[config.mk]
export PLATFORM = sky130hd
export DESIGN_NAME = array_stack_search_sort_unit
export DESIGN_NICKNAME = d
export VERILOG_FILES = /design/src/rtl/core/assu_pkg.sv /design/src/rtl/core/assu_ram.sv /design/src/rtl/core/assu_dp.sv /design/src/rtl/core/assu_ctrl.sv /design/src/rtl/core/array_stack_search_sort_unit.sv
export SDC_FILE = /design/constraint.sdc
export NUM_CORES = 2
export LEC_CHECK = 0
export BUFFER_PORTS_ARGS = -buffer_cell sky130_fd_sc_hd__buf_2
export CAP_MARGIN = 40
export CELL_PAD_IN_SITES_DETAIL_PLACEMENT = 2
export CELL_PAD_IN_SITES_GLOBAL_PLACEMENT = 2
export CORE_UTILIZATION = 51
export CTS_CLUSTER_SIZE = 24
export DETAILED_ROUTE_END_ITERATION = 10
export GPL_ROUTABILITY_DRIVEN = 0
export GPL_TIMING_DRIVEN = 0
export PLACE_DENSITY = 0.83
export SLEW_MARGIN = 25
export SYNTH_ARGS = -nofsm -noshare
export SYNTH_HDL_FRONTEND = slang
export SYNTH_SLANG_ARGS = --single-unit
[constraint.sdc]
create_clock -name i_clk -period 11.1 [get_ports i_clk]
set_input_delay 1.11 -clock i_clk [delete_from_list [all_inputs] [get_ports i_clk]]
set_output_delay 1.11 -clock i_clk [all_outputs]
set_load 0.01 [all_outputs]
[src/rtl/core/assu_pkg.sv]
`default_nettype none

package assu_pkg;

    // Storage geometry
    localparam int DEPTH      = 64;
    localparam int DATA_WIDTH = 32;

    // Fixed field widths
    localparam int IN_W   = 32;
    localparam int RES_W  = 32;
    localparam int POS_W  = 7;
    localparam int CAP_W  = 7;
    localparam int KIND_W = 2;
    localparam int STAT_W = 2;

    localparam int IDX_W = (DEPTH > 1) ? $clog2(DEPTH) : 1;
    localparam int OCC_W = $clog2(DEPTH + 1);
    localparam int CMP_W = (CAP_W > OCC_W) ? CAP_W : OCC_W;

    localparam logic [CAP_W-1:0] CAPACITY_RESET = CAP_W'(5);

    // Operation kinds
    localparam logic [KIND_W-1:0] K_INSERT = 2'd0;
    localparam logic [KIND_W-1:0] K_DELETE = 2'd1;
    localparam logic [KIND_W-1:0] K_SEARCH = 2'd2;
    localparam logic [KIND_W-1:0] K_SORT   = 2'd3;

    // Result status codes
    localparam logic [STAT_W-1:0] ST_OK       = 2'd0;
    localparam logic [STAT_W-1:0] ST_FULL     = 2'd1;
    localparam logic [STAT_W-1:0] ST_EMPTY    = 2'd2;
    localparam logic [STAT_W-1:0] ST_NOTFOUND = 2'd3;

    // Read address select
    localparam logic [1:0] RD_OCC_M1 = 2'd0;
    localparam logic [1:0] RD_I      = 2'd1;
    localparam logic [1:0] RD_I1     = 2'd2;
    localparam logic [1:0] RD_ZERO   = 2'd3;

    // Write select
    localparam logic [1:0] WR_INSERT = 2'd0;
    localparam logic [1:0] WR_PASS   = 2'd1;
    localparam logic [1:0] WR_TAIL   = 2'd2;

    // Index register operation
    localparam logic [1:0] I_HOLD = 2'd0;
    localparam logic [1:0] I_CLR  = 2'd1;
    localparam logic [1:0] I_INC  = 2'd2;

    // Staging source
    localparam logic [1:0] SS_CODE = 2'd0;
    localparam logic [1:0] SS_IN   = 2'd1;
    localparam logic [1:0] SS_RD   = 2'd2;
    localparam logic [1:0] SS_POS  = 2'd3;

    typedef logic signed [DATA_WIDTH-1:0] t_data;

    typedef struct packed {
        logic              op_load;
        logic              occ_inc;
        logic              occ_dec;
        logic [1:0]        i_op;
        logic              end_load;
        logic              end_dec;
        logic [1:0]        rd_sel;
        logic              wr_en;
        logic [1:0]        wr_sel;
        logic              carry_load;
        logic              carry_step;
        logic              st_load;
        logic [1:0]        st_sel;
        logic [STAT_W-1:0] st_status;
        logic              st_last;
        logic              push;
    } t_dp_cmd;

    typedef struct packed {
        logic             full;
        logic             empty;
        logic             occ_one;
        logic             match;
        logic             i_last;
        logic             j_end;
        logic             end_one;
        logic             space;
        logic [OCC_W-1:0] occ;
    } t_dp_sts;

    // Sign-extend or cut a stored entry to the result width
    function automatic logic [RES_W-1:0] to_result(input t_data v);
        return RES_W'(v);
    endfunction

endpackage

`default_nettype wire

[src/rtl/core/assu_ram.sv]
`default_nettype none

module assu_ram #(
    parameter int WIDTH = 32,
    parameter int DEPTH = 64
) (
    input  wire logic                     i_clk,
    input  wire logic                     i_we,
    input  wire logic [$clog2(DEPTH)-1:0] i_waddr,
    input  wire logic [WIDTH-1:0]         i_wdata,
    input  wire logic [$clog2(DEPTH)-1:0] i_raddr,
    output logic      [WIDTH-1:0]         o_rdata
);

    logic [WIDTH-1:0] r_mem [DEPTH];

    always_ff @(posedge i_clk) begin
        if (i_we) begin
            r_mem[i_waddr] <= i_wdata;
        end
        o_rdata <= r_mem[i_raddr];
    end

endmodule

`default_nettype wire

[src/rtl/core/assu_dp.sv]
`default_nettype none

module assu_dp (
    input  wire logic                         i_clk,
    input  wire logic                         i_rst_n,
    input  wire assu_pkg::t_dp_cmd            i_cmd,
    output assu_pkg::t_dp_sts                 o_sts,
    input  wire logic [assu_pkg::CAP_W-1:0]   i_capacity,
    input  wire logic [assu_pkg::IN_W-1:0]    i_operand,
    input  wire logic                         i_out_ready,
    output logic                              o_out_valid,
    output logic      [assu_pkg::STAT_W-1:0]  o_out_status,
    output logic      [assu_pkg::RES_W-1:0]   o_out_value,
    output logic      [assu_pkg::POS_W-1:0]   o_out_pos,
    output logic                              o_out_last
);

    import assu_pkg::*;

    logic [OCC_W-1:0]  r_occ;
    logic [OCC_W-1:0]  r_i;
    logic [IDX_W-1:0]  r_end;
    t_data             r_op;
    t_data             r_carry;
    logic [STAT_W-1:0] r_st_status;
    logic [RES_W-1:0]  r_st_value;
    logic [POS_W-1:0]  r_st_pos;
    logic              r_st_last;
    logic              r_ov;

    logic [OCC_W-1:0]      w_occ_m1;
    logic [OCC_W-1:0]      w_i1;
    logic [CAP_W-1:0]      w_limit_cap;
    logic [CMP_W-1:0]      w_limit;
    t_data                 w_in_op;
    t_data                 w_rdata;
    logic [DATA_WIDTH-1:0] w_ram_q;
    logic [IDX_W-1:0]      w_raddr;
    logic [IDX_W-1:0]      w_waddr;
    t_data                 w_wdata;
    logic                  w_greater;

    assign w_occ_m1 = r_occ - OCC_W'(1);
    assign w_i1     = r_i + OCC_W'(1);
    assign w_in_op  = DATA_WIDTH'($signed(i_operand));
    assign w_rdata  = $signed(w_ram_q);
    assign w_greater = r_carry > w_rdata;

    // Saturate the capacity at the store depth
    assign w_limit_cap = i_capacity;
    assign w_limit = (CMP_W'(w_limit_cap) < CMP_W'(DEPTH)) ? CMP_W'(w_limit_cap)
                                                            : CMP_W'(DEPTH);

    always_comb begin
        case (i_cmd.rd_sel)
            RD_OCC_M1: w_raddr = w_occ_m1[IDX_W-1:0];
            RD_I:      w_raddr = r_i[IDX_W-1:0];
            RD_I1:     w_raddr = w_i1[IDX_W-1:0];
            default:   w_raddr = '0;
        endcase
    end

    always_comb begin
        case (i_cmd.wr_sel)
            WR_INSERT: begin
                w_waddr = r_occ[IDX_W-1:0];
                w_wdata = w_in_op;
            end
            WR_PASS: begin
                w_waddr = r_i[IDX_W-1:0];
                w_wdata = w_greater ? w_rdata : r_carry;
            end
            default: begin
                w_waddr = r_end;
                w_wdata = r_carry;
            end
        endcase
    end

    assu_ram #(
        .WIDTH (DATA_WIDTH),
        .DEPTH (DEPTH)
    ) u_ram (
        .i_clk   (i_clk),
        .i_we    (i_cmd.wr_en),
        .i_waddr (w_waddr),
        .i_wdata (w_wdata),
        .i_raddr (w_raddr),
        .o_rdata (w_ram_q)
    );

    always_ff @(posedge i_clk) begin
        if (!i_rst_n) begin
            r_occ <= '0;
            r_ov  <= 1'b0;
        end else begin
            if (i_cmd.occ_inc) begin
                r_occ <= r_occ + OCC_W'(1);
            end else if (i_cmd.occ_dec) begin
                r_occ <= w_occ_m1;
            end
            if (i_cmd.push) begin
                r_ov <= 1'b1;
            end else if (i_out_ready) begin
                r_ov <= 1'b0;
            end
        end
    end

    always_ff @(posedge i_clk) begin
        case (i_cmd.i_op)
            I_CLR:   r_i <= '0;
            I_INC:   r_i <= w_i1;
            default: r_i <= r_i;
        endcase
        if (i_cmd.end_load) begin
            r_end <= w_occ_m1[IDX_W-1:0];
        end else if (i_cmd.end_dec) begin
            r_end <= r_end - IDX_W'(1);
        end
        if (i_cmd.op_load) begin
            r_op <= w_in_op;
        end
        // Hold the larger value and carry it to the end of the pass
        if (i_cmd.carry_load) begin
            r_carry <= w_rdata;
        end else if (i_cmd.carry_step && !w_greater) begin
            r_carry <= w_rdata;
        end
        if (i_cmd.st_load) begin
            r_st_last <= i_cmd.st_last;
            case (i_cmd.st_sel)
                SS_CODE: begin
                    r_st_status <= i_cmd.st_status;
                    r_st_value  <= '0;
                    r_st_pos    <= '0;
                end
                SS_IN: begin
                    r_st_status <= ST_OK;
                    r_st_value  <= to_result(w_in_op);
                    r_st_pos    <= '0;
                end
                SS_RD: begin
                    r_st_status <= ST_OK;
                    r_st_value  <= to_result(w_rdata);
                    r_st_pos    <= '0;
                end
                default: begin
                    r_st_status <= ST_OK;
                    r_st_value  <= to_result(w_rdata);
                    r_st_pos    <= POS_W'(w_i1);
                end
            endcase
        end
        if (i_cmd.push) begin
            o_out_status <= r_st_status;
            o_out_value  <= r_st_value;
            o_out_pos    <= r_st_pos;
            o_out_last   <= r_st_last;
        end
    end

    assign o_out_valid = r_ov;

    assign o_sts.full    = CMP_W'(r_occ) >= w_limit;
    assign o_sts.empty   = (r_occ == '0);
    assign o_sts.occ_one = (r_occ == OCC_W'(1));
    assign o_sts.match   = (w_rdata == r_op);
    assign o_sts.i_last  = (w_i1 == r_occ);
    assign o_sts.j_end   = (w_i1 == OCC_W'(r_end));
    assign o_sts.end_one = (r_end == IDX_W'(1));
    assign o_sts.space   = !r_ov || i_out_ready;
    assign o_sts.occ     = r_occ;

endmodule

`default_nettype wire

[src/rtl/core/assu_ctrl.sv]
`default_nettype none

module assu_ctrl (
    input  wire logic                        i_clk,
    input  wire logic                        i_rst_n,
    input  wire logic                        i_in_valid,
    input  wire logic [assu_pkg::KIND_W-1:0] i_kind,
    input  wire assu_pkg::t_dp_sts           i_sts,
    output logic                             o_in_ready,
    output assu_pkg::t_dp_cmd                o_cmd
);

    import assu_pkg::*;

    localparam logic [3:0] S_IDLE  = 4'd0;
    localparam logic [3:0] S_DEL   = 4'd1;
    localparam logic [3:0] S_SRD   = 4'd2;
    localparam logic [3:0] S_SCMP  = 4'd3;
    localparam logic [3:0] S_PST   = 4'd4;
    localparam logic [3:0] S_PLD   = 4'd5;
    localparam logic [3:0] S_PRD   = 4'd6;
    localparam logic [3:0] S_PCMP  = 4'd7;
    localparam logic [3:0] S_PTAIL = 4'd8;
    localparam logic [3:0] S_LRD   = 4'd9;
    localparam logic [3:0] S_LDAT  = 4'd10;
    localparam logic [3:0] S_EMIT  = 4'd11;

    logic [3:0] r_state;
    logic [3:0] n_state;
    logic [3:0] r_ret;
    logic [3:0] n_ret;

    always_ff @(posedge i_clk) begin
        if (!i_rst_n) begin
            r_state <= S_IDLE;
            r_ret   <= S_IDLE;
        end else begin
            r_state <= n_state;
            r_ret   <= n_ret;
        end
    end

    assign o_in_ready = (r_state == S_IDLE);

    always_comb begin
        n_state = r_state;
        n_ret   = r_ret;
        o_cmd   = '0;
        unique case (r_state)
            S_IDLE: begin
                if (i_in_valid) begin
                    o_cmd.st_last = 1'b1;
                    n_ret         = S_IDLE;
                    unique case (i_kind)
                        K_INSERT: begin
                            o_cmd.st_load = 1'b1;
                            n_state       = S_EMIT;
                            if (i_sts.full) begin
                                o_cmd.st_sel    = SS_CODE;
                                o_cmd.st_status = ST_FULL;
                            end else begin
                                o_cmd.wr_en   = 1'b1;
                                o_cmd.wr_sel  = WR_INSERT;
                                o_cmd.occ_inc = 1'b1;
                                o_cmd.st_sel  = SS_IN;
                            end
                        end
                        K_DELETE: begin
                            if (i_sts.empty) begin
                                o_cmd.st_load   = 1'b1;
                                o_cmd.st_sel    = SS_CODE;
                                o_cmd.st_status = ST_EMPTY;
                                n_state         = S_EMIT;
                            end else begin
                                o_cmd.rd_sel  = RD_OCC_M1;
                                o_cmd.occ_dec = 1'b1;
                                n_state       = S_DEL;
                            end
                        end
                        K_SEARCH: begin
                            o_cmd.op_load = 1'b1;
                            o_cmd.i_op    = I_CLR;
                            if (i_sts.empty) begin
                                o_cmd.st_load   = 1'b1;
                                o_cmd.st_sel    = SS_CODE;
                                o_cmd.st_status = ST_NOTFOUND;
                                n_state         = S_EMIT;
                            end else begin
                                n_state = S_SRD;
                            end
                        end
                        default: begin
                            o_cmd.i_op     = I_CLR;
                            o_cmd.end_load = 1'b1;
                            if (i_sts.empty) begin
                                o_cmd.st_load   = 1'b1;
                                o_cmd.st_sel    = SS_CODE;
                                o_cmd.st_status = ST_EMPTY;
                                n_state         = S_EMIT;
                            end else if (i_sts.occ_one) begin
                                n_state = S_LRD;
                            end else begin
                                n_state = S_PST;
                            end
                        end
                    endcase
                end
            end
            S_DEL: begin
                o_cmd.st_load = 1'b1;
                o_cmd.st_sel  = SS_RD;
                o_cmd.st_last = 1'b1;
                n_ret         = S_IDLE;
                n_state       = S_EMIT;
            end
            S_SRD: begin
                o_cmd.rd_sel = RD_I;
                n_state      = S_SCMP;
            end
            S_SCMP: begin
                o_cmd.st_last = 1'b1;
                n_ret         = S_IDLE;
                if (i_sts.match) begin
                    o_cmd.st_load = 1'b1;
                    o_cmd.st_sel  = SS_POS;
                    n_state       = S_EMIT;
                end else if (i_sts.i_last) begin
                    o_cmd.st_load   = 1'b1;
                    o_cmd.st_sel    = SS_CODE;
                    o_cmd.st_status = ST_NOTFOUND;
                    n_state         = S_EMIT;
                end else begin
                    o_cmd.i_op = I_INC;
                    n_state    = S_SRD;
                end
            end
            S_PST: begin
                o_cmd.rd_sel = RD_ZERO;
                n_state      = S_PLD;
            end
            S_PLD: begin
                o_cmd.carry_load = 1'b1;
                n_state          = S_PRD;
            end
            S_PRD: begin
                o_cmd.rd_sel = RD_I1;
                n_state      = S_PCMP;
            end
            S_PCMP: begin
                o_cmd.wr_en      = 1'b1;
                o_cmd.wr_sel     = WR_PASS;
                o_cmd.carry_step = 1'b1;
                o_cmd.i_op       = I_INC;
                n_state          = i_sts.j_end ? S_PTAIL : S_PRD;
            end
            S_PTAIL: begin
                o_cmd.wr_en   = 1'b1;
                o_cmd.wr_sel  = WR_TAIL;
                o_cmd.end_dec = 1'b1;
                o_cmd.i_op    = I_CLR;
                n_state       = i_sts.end_one ? S_LRD : S_PST;
            end
            S_LRD: begin
                o_cmd.rd_sel = RD_I;
                n_state      = S_LDAT;
            end
            S_LDAT: begin
                o_cmd.st_load = 1'b1;
                o_cmd.st_sel  = SS_POS;
                o_cmd.st_last = i_sts.i_last;
                o_cmd.i_op    = I_INC;
                n_ret         = i_sts.i_last ? S_IDLE : S_LRD;
                n_state       = S_EMIT;
            end
            S_EMIT: begin
                if (i_sts.space) begin
                    o_cmd.push = 1'b1;
                    n_state    = r_ret;
                end
            end
            default: begin
                n_state = S_IDLE;
            end
        endcase
    end

endmodule

`default_nettype wire

[src/rtl/core/array_stack_search_sort_unit.sv]
// Array stack with linear search and in-place ascending sort.
//
// Input words (s_axis) carry an operation kind in tuser (insert, delete,
// search, sort-and-list) and the operand in tdata. Result words (m_axis)
// carry the status in tuser, value and 1-based position in tdata, and
// tlast marks the final result of each input word. Capacity is written
// over the APB port at address 0; pready is always high.
// Steps, from accepting a word to loading its result into the output
// register:
//   insert, delete          : stage the result; a delete reads the top first
//   search                  : a read and a compare per entry examined
//   sort and list           : passes in which each compare-and-move takes
//                             a read and a compare-and-write state on the
//                             single-read-port entry RAM, then a read and
//                             a staging step per listed word
// One word is processed at a time; s_axis_tready is high only while the
// sequencer is idle, even if the last result still waits downstream.
// Reset clears occupancy and the sequencer and sets capacity to 5; RAM
// contents are not cleared, and need not be. A stalled receiver holds the
// output register and the sequencer simply waits before the next result.
`default_nettype none

module array_stack_search_sort_unit (
    input  wire logic        i_clk,
    input  wire logic        i_rst_n,
    // Input stream
    input  wire logic        s_axis_tvalid,
    output logic             s_axis_tready,
    input  wire logic [31:0] s_axis_tdata,  // [31:0] operand_value
    input  wire logic [1:0]  s_axis_tuser,  // [1:0] kind
    // Result stream
    output logic             m_axis_tvalid,
    input  wire logic        m_axis_tready,
    output logic      [39:0] m_axis_tdata,  // [31:0] result_value, [38:32] found_position
    output logic      [1:0]  m_axis_tuser,  // [1:0] status
    output logic             m_axis_tlast,
    // Configuration
    input  wire logic        psel,
    input  wire logic        penable,
    input  wire logic        pwrite,
    input  wire logic [2:0]  paddr,
    input  wire logic [31:0] pwdata,
    output logic      [31:0] prdata,
    output logic             pready
);

    import assu_pkg::*;

    localparam logic [2:0] ADDR_CAPACITY = 3'd0;

    logic [CAP_W-1:0] r_capacity;
    logic             w_cfg_wr;
    t_dp_cmd          w_cmd;
    t_dp_sts          w_sts;
    logic [RES_W-1:0] w_out_value;
    logic [POS_W-1:0] w_out_pos;

    // Config access: write completes on the access cycle
    assign pready   = 1'b1;
    assign w_cfg_wr = psel && penable && pwrite && (paddr == ADDR_CAPACITY);
    assign prdata   = (paddr == ADDR_CAPACITY) ? 32'(r_capacity) : 32'd0;

    always_ff @(posedge i_clk) begin
        if (!i_rst_n) begin
            r_capacity <= CAPACITY_RESET;
        end else if (w_cfg_wr) begin
            r_capacity <= pwdata[CAP_W-1:0];
        end
    end

    assu_ctrl u_ctrl (
        .i_clk      (i_clk),
        .i_rst_n    (i_rst_n),
        .i_in_valid (s_axis_tvalid),
        .i_kind     (s_axis_tuser),
        .i_sts      (w_sts),
        .o_in_ready (s_axis_tready),
        .o_cmd      (w_cmd)
    );

    assu_dp u_dp (
        .i_clk        (i_clk),
        .i_rst_n      (i_rst_n),
        .i_cmd        (w_cmd),
        .o_sts        (w_sts),
        .i_capacity   (r_capacity),
        .i_operand    (s_axis_tdata),
        .i_out_ready  (m_axis_tready),
        .o_out_valid  (m_axis_tvalid),
        .o_out_status (m_axis_tuser),
        .o_out_value  (w_out_value),
        .o_out_pos    (w_out_pos),
        .o_out_last   (m_axis_tlast)
    );

    // Pack value low, position above it, pad to whole bytes
    assign m_axis_tdata = {1'b0, w_out_pos, w_out_value};

`ifndef SYNTHESIS
    a_occ_bound: assert property (@(posedge i_clk) disable iff (!i_rst_n)
        w_sts.occ <= OCC_W'(DEPTH))
        else $error("occupancy above depth");

    a_insert_grows: assert property (@(posedge i_clk) disable iff (!i_rst_n)
        s_axis_tvalid && s_axis_tready && (s_axis_tuser == K_INSERT) && !w_sts.full
        |=> w_sts.occ == OCC_W'($past(w_sts.occ) + OCC_W'(1)))
        else $error("insert did not advance occupancy");

    a_delete_shrinks: assert property (@(posedge i_clk) disable iff (!i_rst_n)
        s_axis_tvalid && s_axis_tready && (s_axis_tuser == K_DELETE) && !w_sts.empty
        |=> w_sts.occ == OCC_W'($past(w_sts.occ) - OCC_W'(1)))
        else $error("delete did not drop occupancy");

    a_error_is_last: assert property (@(posedge i_clk) disable iff (!i_rst_n)
        m_axis_tvalid && (m_axis_tuser != ST_OK) |-> m_axis_tlast)
        else $error("error status on a non-final result");
`endif

endmodule

`default_nettype wire
==> flow_summary.yaml, run 1 <==
outcome:
  stop_error: "[ERROR GRT-0232] Routing congestion too high. Check the congestion heatmap in the GUI."
  status: "did not finish"
  failing_step: "5_1_grt"
cts:
  clockRootBuffer: "clkbuf_16"
  post-cts-setup-buffers: 0
  cts_buffers: 228
  clkSinkCount: 2261
  hold_buffers: 0
  clockBufferDepth: 3
  ctsResizeCount: 0
  htree_levels: 4
floorplan:
  die_x_um: 423
  pin_count: 154
  start_util: 0.513
  rows: 154
  die_h_um: 423
synth:
  synth.area.mux_share: 0.0685
  synthCells: 5789
  synth_edf_count: 2209
  yosysSeqAreaShare: 0.745
  synthAdderAreaFrac: 0.00636
  yosysWarnings: 0
  synth_top_family_by_area: "simple AND/OR/NAND/NOR gates"
  synth_xor_area_frac: 0.00607
  synth.avg_cell_area_sq_um: 15.6
  syn-cell-area_sq_um: 90400
  synthFlopType: "edfxtp_1"
  synth_compound_area_frac: 0.0656
  synth_cell_types: 85
  synthArstFlopShare: 0
  yosys.area_share.simple: 0.0842
  synth-seq-cells: 2261
global_route:
  grt_util_all_layers: 0.845
  antenna_found_initial: 137
  overflow: 718
  grt_max_degree: 30
placement:
  dpl.hpwl_um: 316000
  port_buffers: 100
[logic make-up after synthesis]
family / after synthesis
buffers and inverters: 441
AOI/OAI and AO/OA: 829
and+or+nand+nor: 1708
adders and majority gates: 46
other: 2
xor gates and xnor gates: 58
muxes: 444
DFF: 2261
[metrics by stage]
stage	hold slack [ns]	util	worst slack, ns	cells	area, sq um
floorplan	0.400	-	5.47	5814	90500
global placement	0.401	0.533	-0.687	8254	94000
detailed placement	0.406	0.564	4.87	8525	99300
CTS	0.391	0.607	4.47	8945	107000
[synthesized netlist by cell type, types with 19 or more instances]
cell type	instances	area, sq um
a211oi_1	87	653
a21o_1	21	158
a21oi_1	208	1040
a221oi_1	43	377
a22o_1	33	289
a311oi_1	77	674
a31oi_1	54	338
a32oi_1	40	350
and3_1	64	400
buf_1	19	71.3
buf_2	148	741
buf_4	56	420
clkbuf_1	154	578
dfxtp_1	52	1040
edfxtp_1	2209	66300
ha_1	46	576
inv_1	47	176
mux2_2	31	349
mux2i_1	275	2750
mux4_2	137	3090
nand2_1	868	3260
nand3_1	445	2230
nand4_1	55	344
nor2_1	156	586
nor3_1	42	210
o211ai_1	38	285
o21ai_0	31	155
o22ai_1	62	388
xnor2_1	45	394
[layer usage]
metal  global-route usage  GRT overflow
met1                0.852            46
met2                0.952           317
met3                0.743            39
met4                0.832           311
met5                0.522             5
==> run 2, diff against run 1 <==
--- a/config.mk
+++ b/config.mk
@@ -7,14 +7,11 @@
 export LEC_CHECK = 0
 export BUFFER_PORTS_ARGS = -buffer_cell sky130_fd_sc_hd__buf_2
 export CAP_MARGIN = 40
-export CELL_PAD_IN_SITES_DETAIL_PLACEMENT = 2
-export CELL_PAD_IN_SITES_GLOBAL_PLACEMENT = 2
-export CORE_UTILIZATION = 51
-export CTS_CLUSTER_SIZE = 24
+export CORE_UTILIZATION = 40
 export DETAILED_ROUTE_END_ITERATION = 10
 export GPL_ROUTABILITY_DRIVEN = 0
 export GPL_TIMING_DRIVEN = 0
-export PLACE_DENSITY = 0.83
+export PLACE_DENSITY_LB_ADDON = 0.15
 export SLEW_MARGIN = 25
 export SYNTH_ARGS = -nofsm -noshare
 export SYNTH_HDL_FRONTEND = slang
==> run 2 against run 1 <==
- area after synthesis unchanged
- synthesized cell count unchanged
- the flow now finishes, with violations (design-rule violations)
==> flow_summary.yaml, run 2 <==
routing:
  drt_iter0_drc: 8017
  antenna_left: 0
  vias: 57400
  wl_um: 316000
  dr.pass1.iters: 9
  wire_per_inst_um: 32.8
  drc: 1
  vias_per_cell: 5.96
timing:
  setup_ws_ns: 5.11
  timing.fmax_mhz: 167
  hold-worst-slack_ns: 0.417
  max_slew.worst_pin.slew_ns: 0.987
  report.final.setup_viol: 0
  final-hold-violation-count: 0
  slew_headroom: 0.338
  rsz0062_at_grt: "false"
  finalCritPeriodShare: 0.540
  drv_slew: 0
  skew_ns: 0.0550
  post-route-min-period_ns: 5.99
setup_path:
  rrSetupSlack_ns: 5.11
  crit_path_start_kind: "flip-flop"
  reg2regPathDepth: 13
  end_kind: "flip-flop"
  r2r-end: "u_dp.u_ram.o_rdata[6]"
  cp.arrival_ns: 6.51
  worstSetupPathType: "flip-flop to flip-flop"
  crit_fanout: 11
  worstPathRequired_ns: 11.62
  crit_start: "u_dp.r_occ[1]"
  rr_startpoint: "u_dp.r_occ[1]"
floorplan:
  rows: 174
  die_h_um: 477
  coreArea_sq_um: 225000
  pin_count: 154
  start_util: 0.402
  die_area_sq_um: 228000
  die_x_um: 477
final_layout:
  top_register: "u_dp.u_ram.r_mem"
  finish.net_count: 6559
  final_common_cell: "edfxtp_1"
  drive_above_1_share: 0.188
  layout_common_cells: "edfxtp_1 (2,209), nand2_1 (868), nand3_1 (441)"
  stdcell_count: 9635
  areaGrowthSynthToFinish_pct: 18.8
  largest_reg_flops: 2048
  utilization: 0.478
synth:
  synth_area_leaders: "edfxtp_1 (73%), nand2_1 (3.6%), mux4_2 (3.4%)"
  yosysSeqAreaShare: 0.745
  yosysTopAreaCell: "edfxtp_1"
  synthCells: 5789
  synth_edf_count: 2209
  synth.most_common_cell: "edfxtp_1"
  yosysTopAreaCellShare: 0.734
  synth_cell_types: 85
  syn-cell-area_sq_um: 90400
  synth-seq-cells: 2261
  synthFlopType: "edfxtp_1"
  synthArstFlopShare: 0
  yosysWarnings: 0
  synth.avg_cell_area_sq_um: 15.6
  synthTopCellsByCount: "edfxtp_1 (2,209), nand2_1 (868), nand3_1 (445), mux2i_1 (275), a21oi_1 (208)"
cts:
  cts_buffers: 229
  post-cts-setup-buffers: 0
  clk_pin_slew_ns: 0.06
  clkSinkCount: 2261
  clockRootBuffer: "clkbuf_16"
  htree_levels: 4
  clk_latency_ns: 0.91
  clockBufferDepth: 3
  ctsResizeCount: 0
  hold_buffers: 0
  cts_tree: "yes"
global_route:
  first_global_vias: 54400
  grt_pass1_wl_um: 435000
  grt_util_all_layers: 0.273
  antenna_found_initial: 21
  overflow: 0
  grt_max_degree: 30
placement:
  port_buffers: 100
  pre_cts_ws_ns: 5.32
  dpl.hpwl_um: 230000
  place_inst: 9189
outcome:
  status: "finished, violations left"
  failed_checks: "design-rule violations"
pwr:
  power_density_nw_per_um2: 314
  ir_worst_vdd_mv: 0.205
  leakagePower_nw: 35.7
worst_hold_path:
  whs_path_depth: 0
  hold_path_class: "flip-flop to flip-flop"
  worstHoldEndpoint: "u_dp.o_out_pos[2]"
  hold_start: "u_dp.r_st_pos[2]"
flow_run:
  maxCapViolCount: 0
==> run 2: cell counts after synthesis <==
Identical to the previous run, type by type.
==> run 2: per-stage QoR <==
stage	cell area [sq um]	setup TNS, ns	total power, mW
finish	107000	0	33.7
global route	107000	0	34.3
CTS	107000	0	33.3
detailed placement	100000	0	25.8
global placement	94800	-1559.00	25.1
floorplan	90500	0	17.9
==> run 2: metal layers <==
| layer | share of wire | track usage |
|---|---|---|
| met1 | 0.41 | 0.379 |
| met3 | 0.098 | 0.0557 |
| met4 | 0.060 | 0.145 |
| met2 | 0.44 | 0.404 |
| met5 | 0.00012 | 0 |
==> run 2: kinds of logic after synthesis <==
family | Yosys count | synth area share
AO/OA/AOI/OAI | 829 | 0.0656
XOR/XNOR | 58 | 0.00607
adder cells (fa/ha/maj) | 46 | 0.00636
buffers and inverters | 441 | 0.0241
flip-flops | 2261 | 0.745
multiplexers | 444 | 0.0685
other | 2 | 0.0000830
AND/OR/NAND/NOR | 1708 | 0.0842
==> run 2: critical path: stages, from the launching register on <==
cell and delay (ns):
dfxtp_1 0.37, clkbuf_1 0.44, inv_1 0.13, ha_1 0.40
a211oi_1 0.46, or2_1 0.37, buf_2 0.21, buf_2 0.55
nor2_1 0.35, nand2_1 0.39, clkbuf_1 0.49, o22ai_1 0.24
a31oi_1 0.57, nand4_1 0.63
==> run 2: cell type report <==
cell class	instances	area (sq um)
clock inverter	139	1130
antenna	11	27.5
timing repair buffer	392	4880
multi-input combinational	3112	22000
buffer	394	2020
inverter	47	176
sequential	2261	67400
clock buffer	287	6120
tap	2992	3740
fill	19200	117000
==> run 2: how the worst max path moves through the flow <==
stage,to,slack (ns),cells after the start
floorplan,u_dp.u_ram.r_mem[0][0],5.47,12
global placement,u_dp.u_ram.r_mem[38][6],-2.24,11
detailed placement,u_dp.u_ram.o_rdata[20],5.32,15
CTS,u_dp.u_ram.o_rdata[20],5.26,15
global route,u_dp.u_ram.o_rdata[25],5.04,13
finish,u_dp.u_ram.o_rdata[6],5.11,13
==> run 2: report_power, final <==
group | leakage (nW) | switching (mW) | internal [mW]
Combinational | 11.9 | 11.4 | 4.15
Clock | 3.56 | 3.31 | 4.27
Sequential | 20.3 | 0.208 | 10.3
(Power assumes the default switching activity.)
